==> src/design/tss_pkg.sv <==
// ----------------------------------------------------------------------------
// tss_pkg
// Shared types and constants of the tdma slot sequencer: request payloads,
// action and phase codes, slot roles, node addresses and register map.
// ----------------------------------------------------------------------------
package tss_pkg;

  localparam int unsigned TIME_W   = 48;
  localparam int unsigned FLEN_W   = 24;
  localparam int unsigned SLEN_W   = 20;
  localparam int unsigned FRAME_W  = 16;
  localparam int unsigned SLOT_W   = 8;
  localparam int unsigned ADDR_W   = 8;
  localparam int unsigned ROLE_W   = 3;
  localparam int unsigned CNT_W    = 6;
  localparam int unsigned PADDR_W  = 6;
  localparam int unsigned PDATA_W  = 64;

  localparam logic [SLEN_W-1:0] TURNAROUND_US = 20'd4096;

  // node addresses
  localparam logic [ADDR_W-1:0] ADDR_MASTER     = 8'h21;
  localparam logic [ADDR_W-1:0] ADDR_AIRCRAFT   = 8'h31;
  localparam logic [ADDR_W-1:0] ADDR_ANCHOR1    = 8'h22;
  localparam logic [ADDR_W-1:0] ADDR_ANCHOR2    = 8'h23;
  localparam logic [ADDR_W-1:0] ADDR_UNASSIGNED = 8'h00;
  localparam logic [ADDR_W-1:0] ADDR_BROADCAST  = 8'hff;

  localparam logic [3:0][ADDR_W-1:0] NODE_ADDR =
    {ADDR_ANCHOR2, ADDR_ANCHOR1, ADDR_AIRCRAFT, ADDR_MASTER};

  // slot roles
  localparam logic [ROLE_W-1:0] ROLE_UNUSED   = 3'd0;
  localparam logic [ROLE_W-1:0] ROLE_MASTER   = 3'd1;
  localparam logic [ROLE_W-1:0] ROLE_AIRCRAFT = 3'd2;
  localparam logic [ROLE_W-1:0] ROLE_ANCHOR1  = 3'd3;
  localparam logic [ROLE_W-1:0] ROLE_ANCHOR2  = 3'd4;
  localparam logic [ROLE_W-1:0] ROLE_JOIN     = 3'd5;

  localparam logic [3:0][ROLE_W-1:0] NODE_ROLE =
    {ROLE_ANCHOR2, ROLE_ANCHOR1, ROLE_AIRCRAFT, ROLE_MASTER};

  // register indexes
  localparam logic [2:0] REG_LOCAL_NODE   = 3'd0;
  localparam logic [2:0] REG_CLOCK_LOCKED = 3'd1;
  localparam logic [2:0] REG_FRAME_START  = 3'd2;
  localparam logic [2:0] REG_FRAME_BASE   = 3'd3;
  localparam logic [2:0] REG_FRAME_LEN    = 3'd4;
  localparam logic [2:0] REG_SLOT_LEN     = 3'd5;
  localparam logic [2:0] REG_GUARD_LEN    = 3'd6;
  localparam logic [2:0] REG_ACTIVE_NODES = 3'd7;

  localparam logic FUNC_TICK = 1'b0;
  localparam logic FUNC_EDGE = 1'b1;

  typedef enum logic [2:0] {
    ACT_WAIT        = 3'd0,
    ACT_SET_CHANNEL = 3'd1,
    ACT_START_TX    = 3'd2,
    ACT_START_RX    = 3'd3,
    ACT_STOP        = 3'd4,
    ACT_LOG_RX      = 3'd5
  } action_t;

  typedef enum logic [3:0] {
    PH_IDLE       = 4'd0,
    PH_SLOT_START = 4'd1,
    PH_SWITCH     = 4'd2,
    PH_TX         = 4'd3,
    PH_RX         = 4'd4,
    PH_RX_DONE    = 4'd5,
    PH_TX_DONE    = 4'd6,
    PH_SETTLING   = 4'd7,
    PH_GUARD      = 4'd8,
    PH_SLOT_DONE  = 4'd9
  } phase_t;

  typedef enum logic [2:0] {
    ST_IDLE,
    ST_DIV_FRAME,
    ST_DIV_SLOT,
    ST_DIV_LAST,
    ST_DECIDE
  } seq_state_t;

  typedef struct packed {
    logic              func;
    logic [TIME_W-1:0] now_time;
  } in_item_t;

  typedef struct packed {
    action_t            action;
    phase_t             phase;
    logic [FRAME_W-1:0] frame_number;
    logic [SLOT_W-1:0]  slot_number;
    logic [SLEN_W-1:0]  slot_offset;
    logic               we_transmit;
    logic [ROLE_W-1:0]  slot_role;
    logic [ADDR_W-1:0]  transmitter;
  } out_item_t;

endpackage

==> src/design/tdma_slot_sequencer.sv <==
// ----------------------------------------------------------------------------
// tdma_slot_sequencer
// TDMA slot sequencer: splits tick time into frame, slot and slot offset and
// issues radio actions (set channel, start tx/rx, stop, log rx).
// ----------------------------------------------------------------------------
// A tick request (func 0) returns exactly one result; an edge request (func 1)
// only marks a pending radio edge and returns nothing. A tick while unlocked
// or before frame start skips the divider. Any other tick runs three
// divisions one after another through a single restoring divider that
// retires one quotient bit per cycle: elapsed time by frame length (48
// steps), frame position by slot length (24 steps) and frame length by slot
// length for the join slot index (24 steps), before its result is
// registered. The divider is the rate limit.
// The result sits in an output register, so a new request may be taken while
// the previous result still waits on out_ready. Registers sit on an APB-style
// port at byte address 8*index with 64-bit data; write them only while idle.
// ----------------------------------------------------------------------------
module tdma_slot_sequencer
  import tss_pkg::*;
(
  input  logic                 clk,
  input  logic                 rst_n,
  // request channel
  input  logic                 in_valid,
  output logic                 in_ready,
  input  in_item_t             in_item,
  // result channel
  output logic                 out_valid,
  input  logic                 out_ready,
  output out_item_t            out_item,
  // configuration port
  input  logic                 psel,
  input  logic                 penable,
  input  logic                 pwrite,
  input  logic [PADDR_W-1:0]   paddr,
  input  logic [PDATA_W-1:0]   pwdata,
  output logic [PDATA_W-1:0]   prdata,
  output logic                 pready
);

  // --------------------------------------------------------------------------
  // configuration registers
  // --------------------------------------------------------------------------
  logic [ADDR_W-1:0]  local_node_r;
  logic               clock_locked_r;
  logic [TIME_W-1:0]  frame_start_r;
  logic [FRAME_W-1:0] frame_base_r;
  logic [FLEN_W-1:0]  frame_len_r;
  logic [SLEN_W-1:0]  slot_len_r;
  logic [SLEN_W-1:0]  guard_len_r;
  logic [3:0]         active_nodes_r;

  logic       cfg_wr;
  logic [2:0] cfg_idx;

  assign pready  = 1'b1;
  assign cfg_wr  = psel & penable & pwrite;
  assign cfg_idx = paddr[5:3];

  always_ff @(posedge clk) begin
    if (!rst_n) begin
      local_node_r   <= '0;
      clock_locked_r <= 1'b0;
      frame_start_r  <= '0;
      frame_base_r   <= '0;
      frame_len_r    <= FLEN_W'(1);
      slot_len_r     <= SLEN_W'(1);
      guard_len_r    <= '0;
      active_nodes_r <= '0;
    end else if (cfg_wr) begin
      case (cfg_idx)
        REG_LOCAL_NODE:   local_node_r   <= pwdata[ADDR_W-1:0];
        REG_CLOCK_LOCKED: clock_locked_r <= pwdata[0];
        REG_FRAME_START:  frame_start_r  <= pwdata[TIME_W-1:0];
        REG_FRAME_BASE:   frame_base_r   <= pwdata[FRAME_W-1:0];
        REG_FRAME_LEN:    frame_len_r    <= pwdata[FLEN_W-1:0];
        REG_SLOT_LEN:     slot_len_r     <= pwdata[SLEN_W-1:0];
        REG_GUARD_LEN:    guard_len_r    <= pwdata[SLEN_W-1:0];
        REG_ACTIVE_NODES: active_nodes_r <= pwdata[3:0];
        default: ;
      endcase
    end
  end

  always_comb begin
    prdata = '0;
    case (cfg_idx)
      REG_LOCAL_NODE:   prdata = PDATA_W'(local_node_r);
      REG_CLOCK_LOCKED: prdata = PDATA_W'(clock_locked_r);
      REG_FRAME_START:  prdata = PDATA_W'(frame_start_r);
      REG_FRAME_BASE:   prdata = PDATA_W'(frame_base_r);
      REG_FRAME_LEN:    prdata = PDATA_W'(frame_len_r);
      REG_SLOT_LEN:     prdata = PDATA_W'(slot_len_r);
      REG_GUARD_LEN:    prdata = PDATA_W'(guard_len_r);
      REG_ACTIVE_NODES: prdata = PDATA_W'(active_nodes_r);
      default:          prdata = '0;
    endcase
  end

  // zero lengths count as one
  logic [FLEN_W-1:0] flen_eff;
  logic [SLEN_W-1:0] slen_eff;
  assign flen_eff = (frame_len_r == '0) ? FLEN_W'(1) : frame_len_r;
  assign slen_eff = (slot_len_r  == '0) ? SLEN_W'(1) : slot_len_r;

  // --------------------------------------------------------------------------
  // shared restoring divider, one quotient bit per cycle
  // --------------------------------------------------------------------------
  logic [TIME_W-1:0]  dvd_r, dvd_nxt;     // dividend, shifted out msb first
  logic [FLEN_W-1:0]  rem_r, rem_nxt;     // partial remainder
  logic [FLEN_W-1:0]  dvs_r, dvs_nxt;     // divisor
  logic [FRAME_W-1:0] quo_r, quo_nxt;     // low quotient bits only
  logic [CNT_W-1:0]   cnt_r, cnt_nxt;     // steps left minus one

  logic [FLEN_W+1:0]  trial;
  logic               q_bit;
  logic [FLEN_W-1:0]  rem_step;
  logic [FRAME_W-1:0] quo_step;

  assign trial    = {1'b0, rem_r, dvd_r[TIME_W-1]} - {2'b00, dvs_r};
  assign q_bit    = ~trial[FLEN_W+1];
  assign rem_step = q_bit ? trial[FLEN_W-1:0] : {rem_r[FLEN_W-2:0], dvd_r[TIME_W-1]};
  assign quo_step = {quo_r[FRAME_W-2:0], q_bit};

  // --------------------------------------------------------------------------
  // sequencer and slot state
  // --------------------------------------------------------------------------
  seq_state_t state_r, state_nxt;

  logic               idle_tick_r, idle_tick_nxt;   // unlocked or early tick
  logic [FRAME_W-1:0] frame_calc_r, frame_calc_nxt;
  logic [SLOT_W-1:0]  slot_calc_r, slot_calc_nxt;
  logic [SLEN_W-1:0]  spos_r, spos_nxt;
  logic [SLOT_W-1:0]  last_r, last_nxt;

  logic [FRAME_W-1:0] cur_frame_r, cur_frame_nxt;
  logic [SLOT_W-1:0]  cur_slot_r, cur_slot_nxt;
  logic               slot_known_r, slot_known_nxt;
  phase_t             phase_r, phase_nxt;
  logic [ROLE_W-1:0]  role_r, role_nxt;
  logic [ADDR_W-1:0]  sender_r, sender_nxt;
  logic               channel_done_r, channel_done_nxt;
  logic               radio_on_r, radio_on_nxt;
  logic               edge_pending_r, edge_pending_nxt;

  logic               out_valid_r, out_valid_nxt;
  out_item_t          out_item_r, out_item_nxt;

  logic               in_acc;
  logic               emit;
  action_t            act;
  logic [SLEN_W-1:0]  offset;

  assign in_ready  = (state_r == ST_IDLE);
  assign in_acc    = in_valid & in_ready;
  assign out_valid = out_valid_r;
  assign out_item  = out_item_r;

  // slot owner from the compacted active mask
  logic [ROLE_W-1:0] asg_role;
  logic [ADDR_W-1:0] asg_sender;

  always_comb begin
    logic [2:0] seen;
    seen       = '0;
    asg_role   = ROLE_UNUSED;
    asg_sender = ADDR_BROADCAST;
    if (slot_calc_r == last_r) begin
      asg_role   = ROLE_JOIN;
      asg_sender = ADDR_UNASSIGNED;
    end else begin
      for (int i = 0; i < 4; i++) begin
        if (active_nodes_r[i]) begin
          if ({5'b0, seen} == slot_calc_r) begin
            asg_role   = NODE_ROLE[i];
            asg_sender = NODE_ADDR[i];
          end
          seen = seen + 3'd1;
        end
      end
    end
  end

  // guard threshold saturates at zero when the guard exceeds the slot
  logic [SLEN_W-1:0] threshold;
  logic              in_guard;
  logic              in_settle_zone;
  logic              new_slot;

  assign threshold      = (guard_len_r > slen_eff) ? '0 : slen_eff - guard_len_r;
  assign in_guard       = (spos_r >= threshold);
  assign in_settle_zone = in_guard | (spos_r >= TURNAROUND_US);
  assign new_slot       = ~slot_known_r | (cur_frame_r != frame_calc_r)
                        | (cur_slot_r != slot_calc_r);

  logic [TIME_W-1:0] elapsed;
  logic              early;
  assign elapsed = in_item.now_time - frame_start_r;
  assign early   = (in_item.now_time < frame_start_r);

  always_comb begin
    state_nxt        = state_r;
    dvd_nxt          = dvd_r;
    rem_nxt          = rem_r;
    dvs_nxt          = dvs_r;
    quo_nxt          = quo_r;
    cnt_nxt          = cnt_r;
    idle_tick_nxt    = idle_tick_r;
    frame_calc_nxt   = frame_calc_r;
    slot_calc_nxt    = slot_calc_r;
    spos_nxt         = spos_r;
    last_nxt         = last_r;
    cur_frame_nxt    = cur_frame_r;
    cur_slot_nxt     = cur_slot_r;
    slot_known_nxt   = slot_known_r;
    phase_nxt        = phase_r;
    role_nxt         = role_r;
    sender_nxt       = sender_r;
    channel_done_nxt = channel_done_r;
    radio_on_nxt     = radio_on_r;
    edge_pending_nxt = edge_pending_r;
    emit             = 1'b0;
    act              = ACT_WAIT;
    offset           = spos_r;

    case (state_r)
      ST_IDLE: begin
        if (in_acc) begin
          if (in_item.func == FUNC_EDGE) begin
            edge_pending_nxt = 1'b1;
          end else if (!clock_locked_r || early) begin
            idle_tick_nxt = 1'b1;
            state_nxt     = ST_DECIDE;
          end else begin
            // elapsed time / frame length
            idle_tick_nxt = 1'b0;
            dvd_nxt       = elapsed;
            rem_nxt       = '0;
            quo_nxt       = '0;
            dvs_nxt       = flen_eff;
            cnt_nxt       = CNT_W'(TIME_W - 1);
            state_nxt     = ST_DIV_FRAME;
          end
        end
      end

      ST_DIV_FRAME: begin
        dvd_nxt = {dvd_r[TIME_W-2:0], 1'b0};
        rem_nxt = rem_step;
        quo_nxt = quo_step;
        cnt_nxt = cnt_r - CNT_W'(1);
        if (cnt_r == '0) begin
          // frame position / slot length
          frame_calc_nxt = frame_base_r + quo_step;
          dvd_nxt        = {rem_step, {(TIME_W-FLEN_W){1'b0}}};
          rem_nxt        = '0;
          quo_nxt        = '0;
          dvs_nxt        = FLEN_W'(slen_eff);
          cnt_nxt        = CNT_W'(FLEN_W - 1);
          state_nxt      = ST_DIV_SLOT;
        end
      end

      ST_DIV_SLOT: begin
        dvd_nxt = {dvd_r[TIME_W-2:0], 1'b0};
        rem_nxt = rem_step;
        quo_nxt = quo_step;
        cnt_nxt = cnt_r - CNT_W'(1);
        if (cnt_r == '0) begin
          // frame length / slot length gives the join slot
          slot_calc_nxt = quo_step[SLOT_W-1:0];
          spos_nxt      = rem_step[SLEN_W-1:0];
          dvd_nxt       = {flen_eff, {(TIME_W-FLEN_W){1'b0}}};
          rem_nxt       = '0;
          quo_nxt       = '0;
          cnt_nxt       = CNT_W'(FLEN_W - 1);
          state_nxt     = ST_DIV_LAST;
        end
      end

      ST_DIV_LAST: begin
        dvd_nxt = {dvd_r[TIME_W-2:0], 1'b0};
        rem_nxt = rem_step;
        quo_nxt = quo_step;
        cnt_nxt = cnt_r - CNT_W'(1);
        if (cnt_r == '0) begin
          last_nxt  = quo_step[SLOT_W-1:0] - SLOT_W'(1);
          state_nxt = ST_DECIDE;
        end
      end

      ST_DECIDE: begin
        // hold until the output register is free
        if (!out_valid_r || out_ready) begin
          emit      = 1'b1;
          state_nxt = ST_IDLE;
          if (idle_tick_r) begin
            phase_nxt = PH_IDLE;
            act       = ACT_WAIT;
            offset    = '0;
          end else if (new_slot) begin
            cur_frame_nxt    = frame_calc_r;
            cur_slot_nxt     = slot_calc_r;
            slot_known_nxt   = 1'b1;
            phase_nxt        = PH_SLOT_START;
            channel_done_nxt = 1'b1;
            radio_on_nxt     = 1'b0;
            edge_pending_nxt = 1'b0;
            role_nxt         = asg_role;
            sender_nxt       = asg_sender;
            act              = ACT_SET_CHANNEL;
          end else if (in_settle_zone) begin
            // guard at slot end, settling past the turnaround window
            if (phase_r != (in_guard ? PH_GUARD : PH_SETTLING)) begin
              phase_nxt        = in_guard ? PH_GUARD : PH_SETTLING;
              radio_on_nxt     = 1'b0;
              edge_pending_nxt = 1'b0;
              act              = ACT_STOP;
            end
          end else if (!channel_done_r) begin
            phase_nxt        = PH_SWITCH;
            channel_done_nxt = 1'b1;
            act              = ACT_SET_CHANNEL;
          end else if (role_r == ROLE_UNUSED) begin
            phase_nxt = PH_SLOT_DONE;
          end else if (!radio_on_r) begin
            radio_on_nxt = 1'b1;
            if (role_r == ROLE_JOIN) begin
              // joiners transmit, the master listens, others sit out
              if (local_node_r == ADDR_UNASSIGNED) begin
                phase_nxt = PH_TX;
                act       = ACT_START_TX;
              end else if (local_node_r == ADDR_MASTER) begin
                phase_nxt = PH_RX;
                act       = ACT_START_RX;
              end else begin
                phase_nxt = PH_SLOT_DONE;
              end
            end else if (sender_r == local_node_r) begin
              phase_nxt = PH_TX;
              act       = ACT_START_TX;
            end else begin
              phase_nxt = PH_RX;
              act       = ACT_START_RX;
            end
          end else if (edge_pending_r) begin
            // an edge in any other phase is dropped
            edge_pending_nxt = 1'b0;
            if (phase_r == PH_RX) begin
              phase_nxt = PH_RX_DONE;
              act       = ACT_LOG_RX;
            end else if (phase_r == PH_TX) begin
              phase_nxt = PH_TX_DONE;
              act       = ACT_STOP;
            end
          end
        end
      end

      default: state_nxt = ST_IDLE;
    endcase
  end

  always_comb begin
    out_item_nxt              = out_item_r;
    out_valid_nxt             = out_valid_r & ~out_ready;
    if (emit) begin
      out_valid_nxt             = 1'b1;
      out_item_nxt.action       = act;
      out_item_nxt.phase        = phase_nxt;
      out_item_nxt.frame_number = cur_frame_nxt;
      out_item_nxt.slot_number  = cur_slot_nxt;
      out_item_nxt.slot_offset  = offset;
      out_item_nxt.we_transmit  = (sender_nxt == local_node_r);
      out_item_nxt.slot_role    = role_nxt;
      out_item_nxt.transmitter  = sender_nxt;
    end
  end

  always_ff @(posedge clk) begin
    if (!rst_n) begin
      state_r        <= ST_IDLE;
      cur_frame_r    <= '0;
      cur_slot_r     <= '1;
      slot_known_r   <= 1'b0;
      phase_r        <= PH_IDLE;
      role_r         <= ROLE_UNUSED;
      sender_r       <= '0;
      channel_done_r <= 1'b0;
      radio_on_r     <= 1'b0;
      edge_pending_r <= 1'b0;
      out_valid_r    <= 1'b0;
    end else begin
      state_r        <= state_nxt;
      cur_frame_r    <= cur_frame_nxt;
      cur_slot_r     <= cur_slot_nxt;
      slot_known_r   <= slot_known_nxt;
      phase_r        <= phase_nxt;
      role_r         <= role_nxt;
      sender_r       <= sender_nxt;
      channel_done_r <= channel_done_nxt;
      radio_on_r     <= radio_on_nxt;
      edge_pending_r <= edge_pending_nxt;
      out_valid_r    <= out_valid_nxt;
    end
  end

  // datapath registers, no reset needed
  always_ff @(posedge clk) begin
    dvd_r        <= dvd_nxt;
    rem_r        <= rem_nxt;
    dvs_r        <= dvs_nxt;
    quo_r        <= quo_nxt;
    cnt_r        <= cnt_nxt;
    idle_tick_r  <= idle_tick_nxt;
    frame_calc_r <= frame_calc_nxt;
    slot_calc_r  <= slot_calc_nxt;
    spos_r       <= spos_nxt;
    last_r       <= last_nxt;
    out_item_r   <= out_item_nxt;
  end

endmodule
==> config.mk <==
export PLATFORM = sky130hd
export DESIGN_NAME = tdma_slot_sequencer
export DESIGN_NICKNAME = d
export VERILOG_FILES = /design/src/design/tss_pkg.sv /design/src/design/tdma_slot_sequencer.sv
export SDC_FILE = /design/constraint.sdc
export NUM_CORES = 1
export LEC_CHECK = 0
export ABC_AREA = 1
export BUFFER_PORTS_ARGS = -buffer_cell sky130_fd_sc_hd__buf_2
export CAP_MARGIN = 15
export CORE_ASPECT_RATIO = 1.5
export CORE_MARGIN = 2
export CORE_UTILIZATION = 34
export CTS_CLUSTER_DIAMETER = 30
export DETAILED_ROUTE_END_ITERATION = 6
export HOLD_SLACK_MARGIN = 0.1
export PLACE_DENSITY_LB_ADDON = 0.08
export SLEW_MARGIN = 25
export SYNTH_ARGS = -nofsm -noshare
export SYNTH_HDL_FRONTEND = slang
export SYNTH_SLANG_ARGS = --single-unit
==> constraint.sdc <==
create_clock -name clk -period 10.92 [get_ports clk]
set_input_delay 1.638 -clock clk [delete_from_list [all_inputs] [get_ports clk]]
set_output_delay 1.638 -clock clk [all_outputs]
set_load 0.1 [all_outputs]
# Word level (Yosys, flattened, before mapping)
# Index checks and enable logic that the tools add are counted.
# W data, S select, Z words.
# classes
n_addsub	8
n_lt_le_gt_ge	4
n_eq_ne	40
mux	133
n_bitwise	14
n_reduce_logical	40
# ops
operator	count
$pmux W64 S8	1
$mux W24	10
$mux W48	5
$pmux W48 S4	1
$mux W8	17
$mux W20	5
$mux W3	33
$pmux W24 S3	1
$mux W16	4
$mux W4	16
$mux W15	4
$lt A48 B48 Y1	1
$pmux W24 S2	1
$sub A48 B48 Y48	1
$pmux W15 S3	1
$sub A25 B24 Y26	1
$mux W1	25
$eq A3 B8 Y1	3
$eq A8 B8 Y1	3
$logic_not A24 Y1	1
$mux W6	4
$reduce_and A2 Y1	11
$ge A20 B13 Y1 const B	1
$ge A20 B20 Y1	1
other kinds (44)	88
# word_totals
register_bits	421
inputBits	126
out_inout_bits	130
word_cells	277

# Depth between registers and ports, before layout
# Gate-level depths: netlist of the first run.
# depth
depth_word	17
mapped_depth	31
depth_no_buf	30

# Least setup slack after synthesis of the first run
# No wires, ideal clock.
# synth_timing
path_type	input port to output port
startpoint	input paddr[4]
endpoint	output prdata[12]
t_arrival_ps	4362
required_time_ps	9282
slack_ps	4920
path_stages	5
n_path_buf	1
cell_sequence	inv_2 > nor3_4 > inv_2 > clkbuf_1 > o21ai_0
# synth_between
elab_chain_cells	2
word_cells_on_any_way	9
classes_between	eq/ne (7); mux (1); reduce/logical (1)
# synth_lines
element	line	text
start, declared	tdma_slot_sequencer.sv:35	input logic [PADDR_W-1:0] paddr,
$eq A3 B3 Y1, or another cell as far along	tdma_slot_sequencer.sv:87	case (cfg_idx)
$pmux W64 S8 *	tdma_slot_sequencer.sv:87	
end, declared	tdma_slot_sequencer.sv:37	output logic [PDATA_W-1:0] prdata,
# Mark *: on every way between the ends. The rest lies on a longest branch, timed or not. The select of a mux whose other input is x is not followed.

# Worst setup path in the final report of the first run
# layout_timing
startpoint	input paddr[3]
endpoint	output prdata[2]
# The elaborated chain is that of the path after synthesis.

==> flow_metrics.env, run 1 <==
export IMPL_run_status="finished clean"
export IMPL_dp_hpwl_mm=76.91
export IMPL_cp_start_kind="input port"
export IMPL_postRouteAntennaNets=0
export IMPL_worst_r2r_setup_slack_ps=5500
export IMPL_cap_violations=0
export IMPL_synth_seq_area_share=0.4185
export IMPL_clock_fmax_mhz=169.0
export IMPL_synth_cell_type_count=54
export IMPL_synth_warning_count=0
export IMPL_vias=23360
export IMPL_layout_cell_share_with_drive_strength_beyond_1=0.1292
export IMPL_die_w_um=228.5
export IMPL_ys_seq_elements=421
export IMPL_clock_latency_ps=650
export IMPL_r2r_start="slot_len_r[4]"
export IMPL_cts_buffers_inserted=92
export IMPL_cts_hold_fix_buffers=0
export IMPL_gp_congestion=0.9607
export IMPL_htree_num_levels=3
export IMPL_detail_route_wl_per_cell_um=20.91
export IMPL_grt_antenna_before_repair=4
export IMPL_final_period_minus_worst_setup_slack_ps=5918
export IMPL_report_final_slew_viol_count=0
export IMPL_grt_overflow_total=0
export IMPL_worst_skew_ps=24.51
export IMPL_pin_count_of_the_biggest_net_entering_global_routing=95
export IMPL_synthDominantAreaCellType="sky130_fd_sc_hd__edfxtp_1"
export IMPL_setup_worst_path_end_class="output port"
export IMPL_final_cell_area_um2=30880
export IMPL_syn2layout_area_growth_pct=20.08
export IMPL_fp_dieArea_um2=77890
export IMPL_cts_sink_count=421
export IMPL_detailedRoute_firstIterationViolations=1420
export IMPL_min_from="frame_start_r[10]"
export IMPL_relSlewSlack=0.3742
export IMPL_cts_repair_resize_count=0
export IMPL_number_of_standard_cell_rows_in_the_floorplan=123
export IMPL_grt_first_pass_wirelength_mm=142.7
export IMPL_first_pass_iters=6
export IMPL_first_global_vias=22900
export IMPL_power_density_nw_per_um2=169.0
export IMPL_fillerInstances=7860
export IMPL_finalSetupViolCount=0
export IMPL_post_synth_cell_area_avg_um2=7.641
export IMPL_post_cts_setup_buffers=0
export IMPL_clockBufferDepth=3
export IMPL_portBuffers=219
export IMPL_fraction_of_the_cycle_the_final_worst_path_needs=0.5419
export IMPL_timing_hold_violations_final=0
export IMPL_hold_path_class="reg -> reg"
export IMPL_critical_path_startpoint="paddr[3]"
export IMPL_clk_pin_slew_ps=50
export IMPL_fin_tns_setup_ps=0
export IMPL_max_slew_worst_pin_slew_ps=938.7
export IMPL_drt_wl_total_mm=97.53
export IMPL_yosys_top_cells_area="sky130_fd_sc_hd__edfxtp_1 (27%), sky130_fd_sc_hd__dfxtp_1 (15%), sky130_fd_sc_hd__nand2_1 (8.9%)"
export IMPL_cp_max_fo=16
export IMPL_gr_usage_all_layers=0.2450
export IMPL_core_area_um2=74950
export IMPL_mappedNetlistArea_um2=25710
export IMPL_routed_via_density=5.007
export IMPL_p_leak_uw=0.01329
export IMPL_tritoncts="done"
export IMPL_multi_input_area_um2=12520
export IMPL_cp_data_required_time_ps=9280
export IMPL_worst_setup_path_type="in -> out"
export IMPL_ir_worst_vdd_v=0.0001021
export IMPL_grt_setup_unrepaired="false"
export IMPL_io_pin_count=256
export IMPL_fin_nets=3845
export IMPL_start_util=0.3431
export IMPL_ff_latch_area_um2=10760
export IMPL_clockRootBuffer="sky130_fd_sc_hd__clkbuf_16"
export IMPL_worst_ep_arrival_time_ps=4280
export IMPL_placed_area_um2=27650
export IMPL_post_synth_top_area_fraction=0.2721
export IMPL_synthesis_instances=3365
export IMPL_die_height_um=340.8
export IMPL_post_route_drc_violation_count=0
==> cells by family (layout without fill, tap and decap cells) <==
logic type | count (synthesis) | in the layout | synth area share
AND/OR/NAND/NOR | 1289 | 1289 | 0.2116
AO/OA/AOI/OAI | 800 | 800 | 0.1745
buffers and inverters | 631 | 913 | 0.09844
flip-flops | 421 | 421 | 0.4185
adder cells (fa/ha/maj) | 136 | 136 | 0.06735
XOR/XNOR | 86 | 86 | 0.02929
other | 2 | 20 | 0.0002921
==> cell usage after synthesis (all sizes together) <==
| cell | n |
|---|---|
| and2 | 2 |
| o21ai | 310 |
| conb | 2 |
| xnor2 | 33 |
| ha | 132 |
| a21oi | 324 |
| a22oi | 21 |
| buf | 47 |
| o211ai | 14 |
| dfxtp | 188 |
| a22o | 13 |
| inv | 501 |
| xor2 | 53 |
| nand3b | 5 |
| nor4 | 9 |
| nor2 | 384 |
| a31oi | 13 |
| o21bai | 9 |
| a311oi | 1 |
| clkinv | 2 |
| a21o | 13 |
| nor3 | 37 |
| nor3b | 3 |
| a211oi | 16 |
| edfxtp | 233 |
| clkbuf | 81 |
| o31ai | 2 |
| o22ai | 16 |
| nand3 | 158 |
| o21a | 13 |
| nand4 | 42 |
| a21boi | 8 |
| a221oi | 26 |
| or2 | 20 |
| nand2b | 2 |
| nand2 | 627 |
| o2111ai | 1 |
| fa | 4 |
==> report_power, final <==
part / internal [uW] / switching (uW)
clock: 1880 / 971
sequential: 1720 / 17.8
combinational: 162 / 465
total: 3760 / 1450
==> flip-flops by register name, indices dropped and copies added (netlist names), 6 cells and up <==
register,cells
out_item,63
sender_r,8
rem_r,24
guard_len_r,20
last_r,8
frame_len_r,24
quo_r,15
local_node_r,8
spos_r,20
frame_start_r,48
cnt_r,6
dvd_r,48
cur_slot_r,8
cur_frame_r,16
frame_base_r,16
dvs_r,24
frame_calc_r,16
slot_calc_r,8
slot_len_r,20
==> worst max-delay path: stages <==
cell and delay, ps:
sky130_fd_sc_hd__buf_2 170, sky130_fd_sc_hd__inv_2 100, sky130_fd_sc_hd__nor3_4 610, sky130_fd_sc_hd__inv_1 350, sky130_fd_sc_hd__o211ai_1 630, sky130_fd_sc_hd__a221oi_1 110
sky130_fd_sc_hd__o21ai_0 170, sky130_fd_sc_hd__buf_2 490
==> area by class of cell <==
type | instances | share of cell area
Inverter | 503 | 0.06115
Sequential cell | 421 | 0.3485
Tap cell | 1000 | 0.04052
Clock buffer | 115 | 0.08275
Antenna cell | 3 | 0.0002431
Clock inverter | 58 | 0.02140
Multi-Input combinational cell | 2328 | 0.4055
Timing Repair Buffer | 237 | 0.03996
==> stage by stage <==
step                setup WS [ps]  std cells  hold WS (ps)  power [uW]  utilization
floorplan                    4920       3380         444.8        2208            -
global placement             5089       4489         466.8        2394       0.3689
detailed placement           5125       4489         470.0        2394       0.3690
CTS                          5119       4662         476.5        5265       0.4119
global route                 4907       4662         500.0        5400       0.4119
finish                       5002       4665         472.4        5218       0.4120
==> worst paths after layout <==
| kind | endpoint | cells after the start |
|---|---|---|
| hold reg to reg | frame_start_r[10] | 2 |
| setup reg to reg | radio_on_r | 28 |
| hold / removal | frame_start_r[10] | 2 |
| setup / recovery | prdata[2] | 8 |
==> cells in the final DEF (no fill, tap or decap), drive strengths merged, types with 5 or more instances in the layout <==
master / instances
o21bai: 9
o21a: 13
or2: 20
a31oi: 13
a21boi: 8
xor2: 53
a221oi: 26
nor3: 37
edfxtp: 233
o211ai: 14
o21ai: 310
clkinvlp: 9
ha: 132
nor2: 384
xnor2: 33
clkbuf: 115
buf: 237
nand3: 158
a22oi: 21
nand3b: 5
a21oi: 324
dfxtp: 188
conb: 17
a21o: 13
a22o: 13
clkinv: 32
a211oi: 16
nor4: 9
nand2: 627
bufinv: 9
nand4: 42
o22ai: 16
inv: 511
==> per-layer routing <==
layer  share of wire  global-route usage
met1            0.38              0.2606
met4           0.053              0.1281
met2            0.53              0.4693
met5               0                   0
met3           0.033             0.02933
Power figures use the tool's default switching activity.
==> inputs of run 2 (changes only) <==
Clock period 10.92 ns to 5.45 ns, I/O delays scaled along.
==> run 2 against run 1 <==
Final area is 1.1% higher. Critical path type is now reg -> reg. Largest power group unchanged. Sequential power rose by 100%. Final cell count rose by 0.13%. Critical endpoint is now edge_pending_r. Clock power rose by 120%. First-iteration DRC count down 3.7%. The flow now finishes with violations (design-rule violations). Sequential cell count unchanged.
==> flow_metrics.env, run 2 (synthesized netlist as in run 1, its figures left out) <==
export IMPL_switchingPower_uw=2898
export IMPL_cp_data_required_time_ps=6030
export IMPL_reg2regPathDepth=30
export IMPL_run_status="complete, but fails checks"
export IMPL_cp_max_fo=20
export IMPL_gp_congestion=0.9429
export IMPL_grt_first_pass_wirelength_mm=143.5
export IMPL_clockRootBuffer="sky130_fd_sc_hd__clkbuf_16"
export IMPL_r2r_start="slot_len_r[3]"
export IMPL_htree_num_levels=3
export IMPL_clock_latency_ps=660
export IMPL_post_route_drc_violation_count=2
export IMPL_worst_r2r_setup_slack_ps=580
export IMPL_critical_path_reg2reg_endpoint="edge_pending_r"
export IMPL_vias=23340
export IMPL_pin_count_of_the_biggest_net_entering_global_routing=94
export IMPL_first_pass_iters=7
export IMPL_min_from="pwdata[39]"
export IMPL_core_area_um2=74950
export IMPL_cts_buffers_inserted=96
export IMPL_clockBufferDepth=3
export IMPL_number_of_standard_cell_rows_in_the_floorplan=123
export IMPL_cp_slowest_stage_delay_ps=410
export IMPL_power_share_sequential=0.316
export IMPL_detail_route_wl_per_cell_um=20.92
export IMPL_ir_worst_vdd_v=0.0002385
export IMPL_die_height_um=340.8
export IMPL_postRouteAntennaNets=0
export IMPL_finalSetupViolCount=0
export IMPL_io_pin_count=256
export IMPL_portBuffers=219
export IMPL_syn2layout_area_growth_pct=21.41
export IMPL_clock_fmax_mhz=205.5
export IMPL_p_leak_uw=0.01345
export IMPL_fp_dieArea_um2=77890
export IMPL_mostFrequentLayoutCell="sky130_fd_sc_hd__nand2_1"
export IMPL_p_int_uw=8131
export IMPL_report_final_slew_viol_count=0
export IMPL_power_density_nw_per_um2=353.3
export IMPL_critical_path_startpoint="slot_len_r[3]"
export IMPL_relSlewSlack=0.3172
export IMPL_detailedRoute_firstIterationViolations=1367
export IMPL_tritoncts="done"
export IMPL_worst_skew_ps=29.46
export IMPL_crit_path_frequent_cell="sky130_fd_sc_hd__nand2_1"
export IMPL_cap_violations=0
export IMPL_drt_wl_total_mm=97.73
export IMPL_clk_pin_slew_ps=50
export IMPL_net_switching_share_of_the_total_power=0.2627
export IMPL_gr_usage_all_layers=0.2464
export IMPL_largest_register_ff_count=63
export IMPL_critPathCapture="edge_pending_r"
export IMPL_fin_tns_setup_ps=0
export IMPL_logic_gate_share_of_total_power=0.115
export IMPL_first_global_vias=23090
export IMPL_failed_checks="design-rule violations"
export IMPL_max_slew_worst_pin_slew_ps=1020
export IMPL_final_period_minus_worst_setup_slack_ps=4866
export IMPL_fraction_of_the_cycle_the_final_worst_path_needs=0.8928
export IMPL_worst_setup_path_type="reg -> reg"
export IMPL_layout_cell_share_with_drive_strength_beyond_1=0.1289
export IMPL_routed_via_density=4.998
export IMPL_fin_nets=3850
export IMPL_hold_path_class="in -> reg"
export IMPL_dp_hpwl_mm=77.28
export IMPL_die_w_um=228.5
export IMPL_critical_path_slowest_cell="sky130_fd_sc_hd__fa_1"
export IMPL_cp_start_kind="flip-flop"
export IMPL_fin_hold_ws_ps=449.0
export IMPL_grt_antenna_before_repair=4
export IMPL_timing_hold_violations_final=0
export IMPL_top_signal_layer_used="met4"
export IMPL_finalPower_uw=11030
export IMPL_total_met2_wirelength_after_detailed_routing_mm=51.17
export IMPL_most_common_layout_cells="sky130_fd_sc_hd__nand2_1 (613), sky130_fd_sc_hd__inv_1 (481), sky130_fd_sc_hd__nor2_1 (368)"
export IMPL_share_clk_of_total_power=0.570
export IMPL_grt_setup_unrepaired="false"
export IMPL_worst_ep_arrival_time_ps=5440
export IMPL_cts_sink_count=421
export IMPL_grt_overflow_total=0
export IMPL_setup_worst_path_end_class="flip-flop"
export IMPL_detail_route_wirelength_met1_mm=36.66
export IMPL_start_util=0.3431
export IMPL_wl_met3_mm=3.398
[run 2: cell types whose count changed in the layout (fill, tap and decap cells not counted), moves of 2 or more]
cell                         change
sky130_fd_sc_hd__bufinv_16      +12
sky130_fd_sc_hd__clkbuf_1        +3
sky130_fd_sc_hd__clkinv_1        +8
sky130_fd_sc_hd__clkinv_2        -2
sky130_fd_sc_hd__clkinv_4        -4
sky130_fd_sc_hd__clkinvlp_4      -4
sky130_fd_sc_hd__diode_2         -2
sky130_fd_sc_hd__inv_6           -8
sky130_fd_sc_hd__nor2_1          -2
sky130_fd_sc_hd__nor2_2          +2
[run 2: what timing repair did]
| action | CTS | global route |
|---|---|---|
| endpoints found under the setup margin | 0 | 2 |
| gates resized for setup | 0 | 4 |
| hold buffers | 0 | 0 |
| buffers inserted | 0 | 0 |
[run 2: per-stage QoR]
step / utilization / setup slack [ps] / area [um^2] / instances
2_1_floorplan: - / 534.0 / 25770 / 3380
3_3_place_gp: 0.3692 / 548.2 / 27670 / 4490
3_5_place_dp: 0.3692 / 519.4 / 27670 / 4490
4_1_cts: 0.4163 / 477.1 / 31200 / 4670
5_1_grt: 0.4165 / 45.99 / 31210 / 4670
6_report: 0.4165 / 584.1 / 31220 / 4671
[run 2: routing by layer]
metal | global-route usage | vias to the layer above
li1 | - | 11700
met1 | 0.2571 | 10820
met2 | 0.4642 | 596
met3 | 0.03300 | 225
met4 | 0.1528 | 0
met5 | 0 | -
[run 2: worst min path at each step]
| stage | endpoint | cells after the start |
|---|---|---|
| after floorplan | active_nodes_r[3] | 2 |
| after global placement | frame_start_r[9] | 2 |
| after CTS | frame_start_r[39] | 3 |
| final | frame_start_r[39] | 3 |
| after global routing | frame_start_r[42] | 3 |
| after detailed placement | frame_start_r[11] | 2 |
[run 2: layout make-up]
class                      count  area [um^2]
tap                         1000         1251
fill                        7847        43730
clock buffer                 119         2591
sequential                   421        10760
timing repair buffer         238         1257
antenna                        1        2.502
clock inverter                61        935.9
multi-input combinational   2328        12530
inverter                     503         1888
[run 2: power groups by stage]
stage | logic [uW] | registers, uW | clock network (uW)
floorplan | 726 | 3700 | 0
global placement | 1260 | 3540 | 0
detailed placement | 1260 | 3540 | 0
CTS | 1270 | 3480 | 6390
global route | 1380 | 3490 | 6540
finish | 1260 | 3480 | 6280
[run 2: worst max-delay path: cells and delay by family, from the launching register on]
| kind | cells | cell delay (ps) |
|---|---|---|
| AND/OR/NAND/NOR | 17 | 1920 |
| buffers and inverters | 5 | 770 |
| adder cells (fa/ha/maj) | 3 | 970 |
| AO/OA/AOI/OAI | 5 | 750 |
| flip-flops | 1 | 340 |
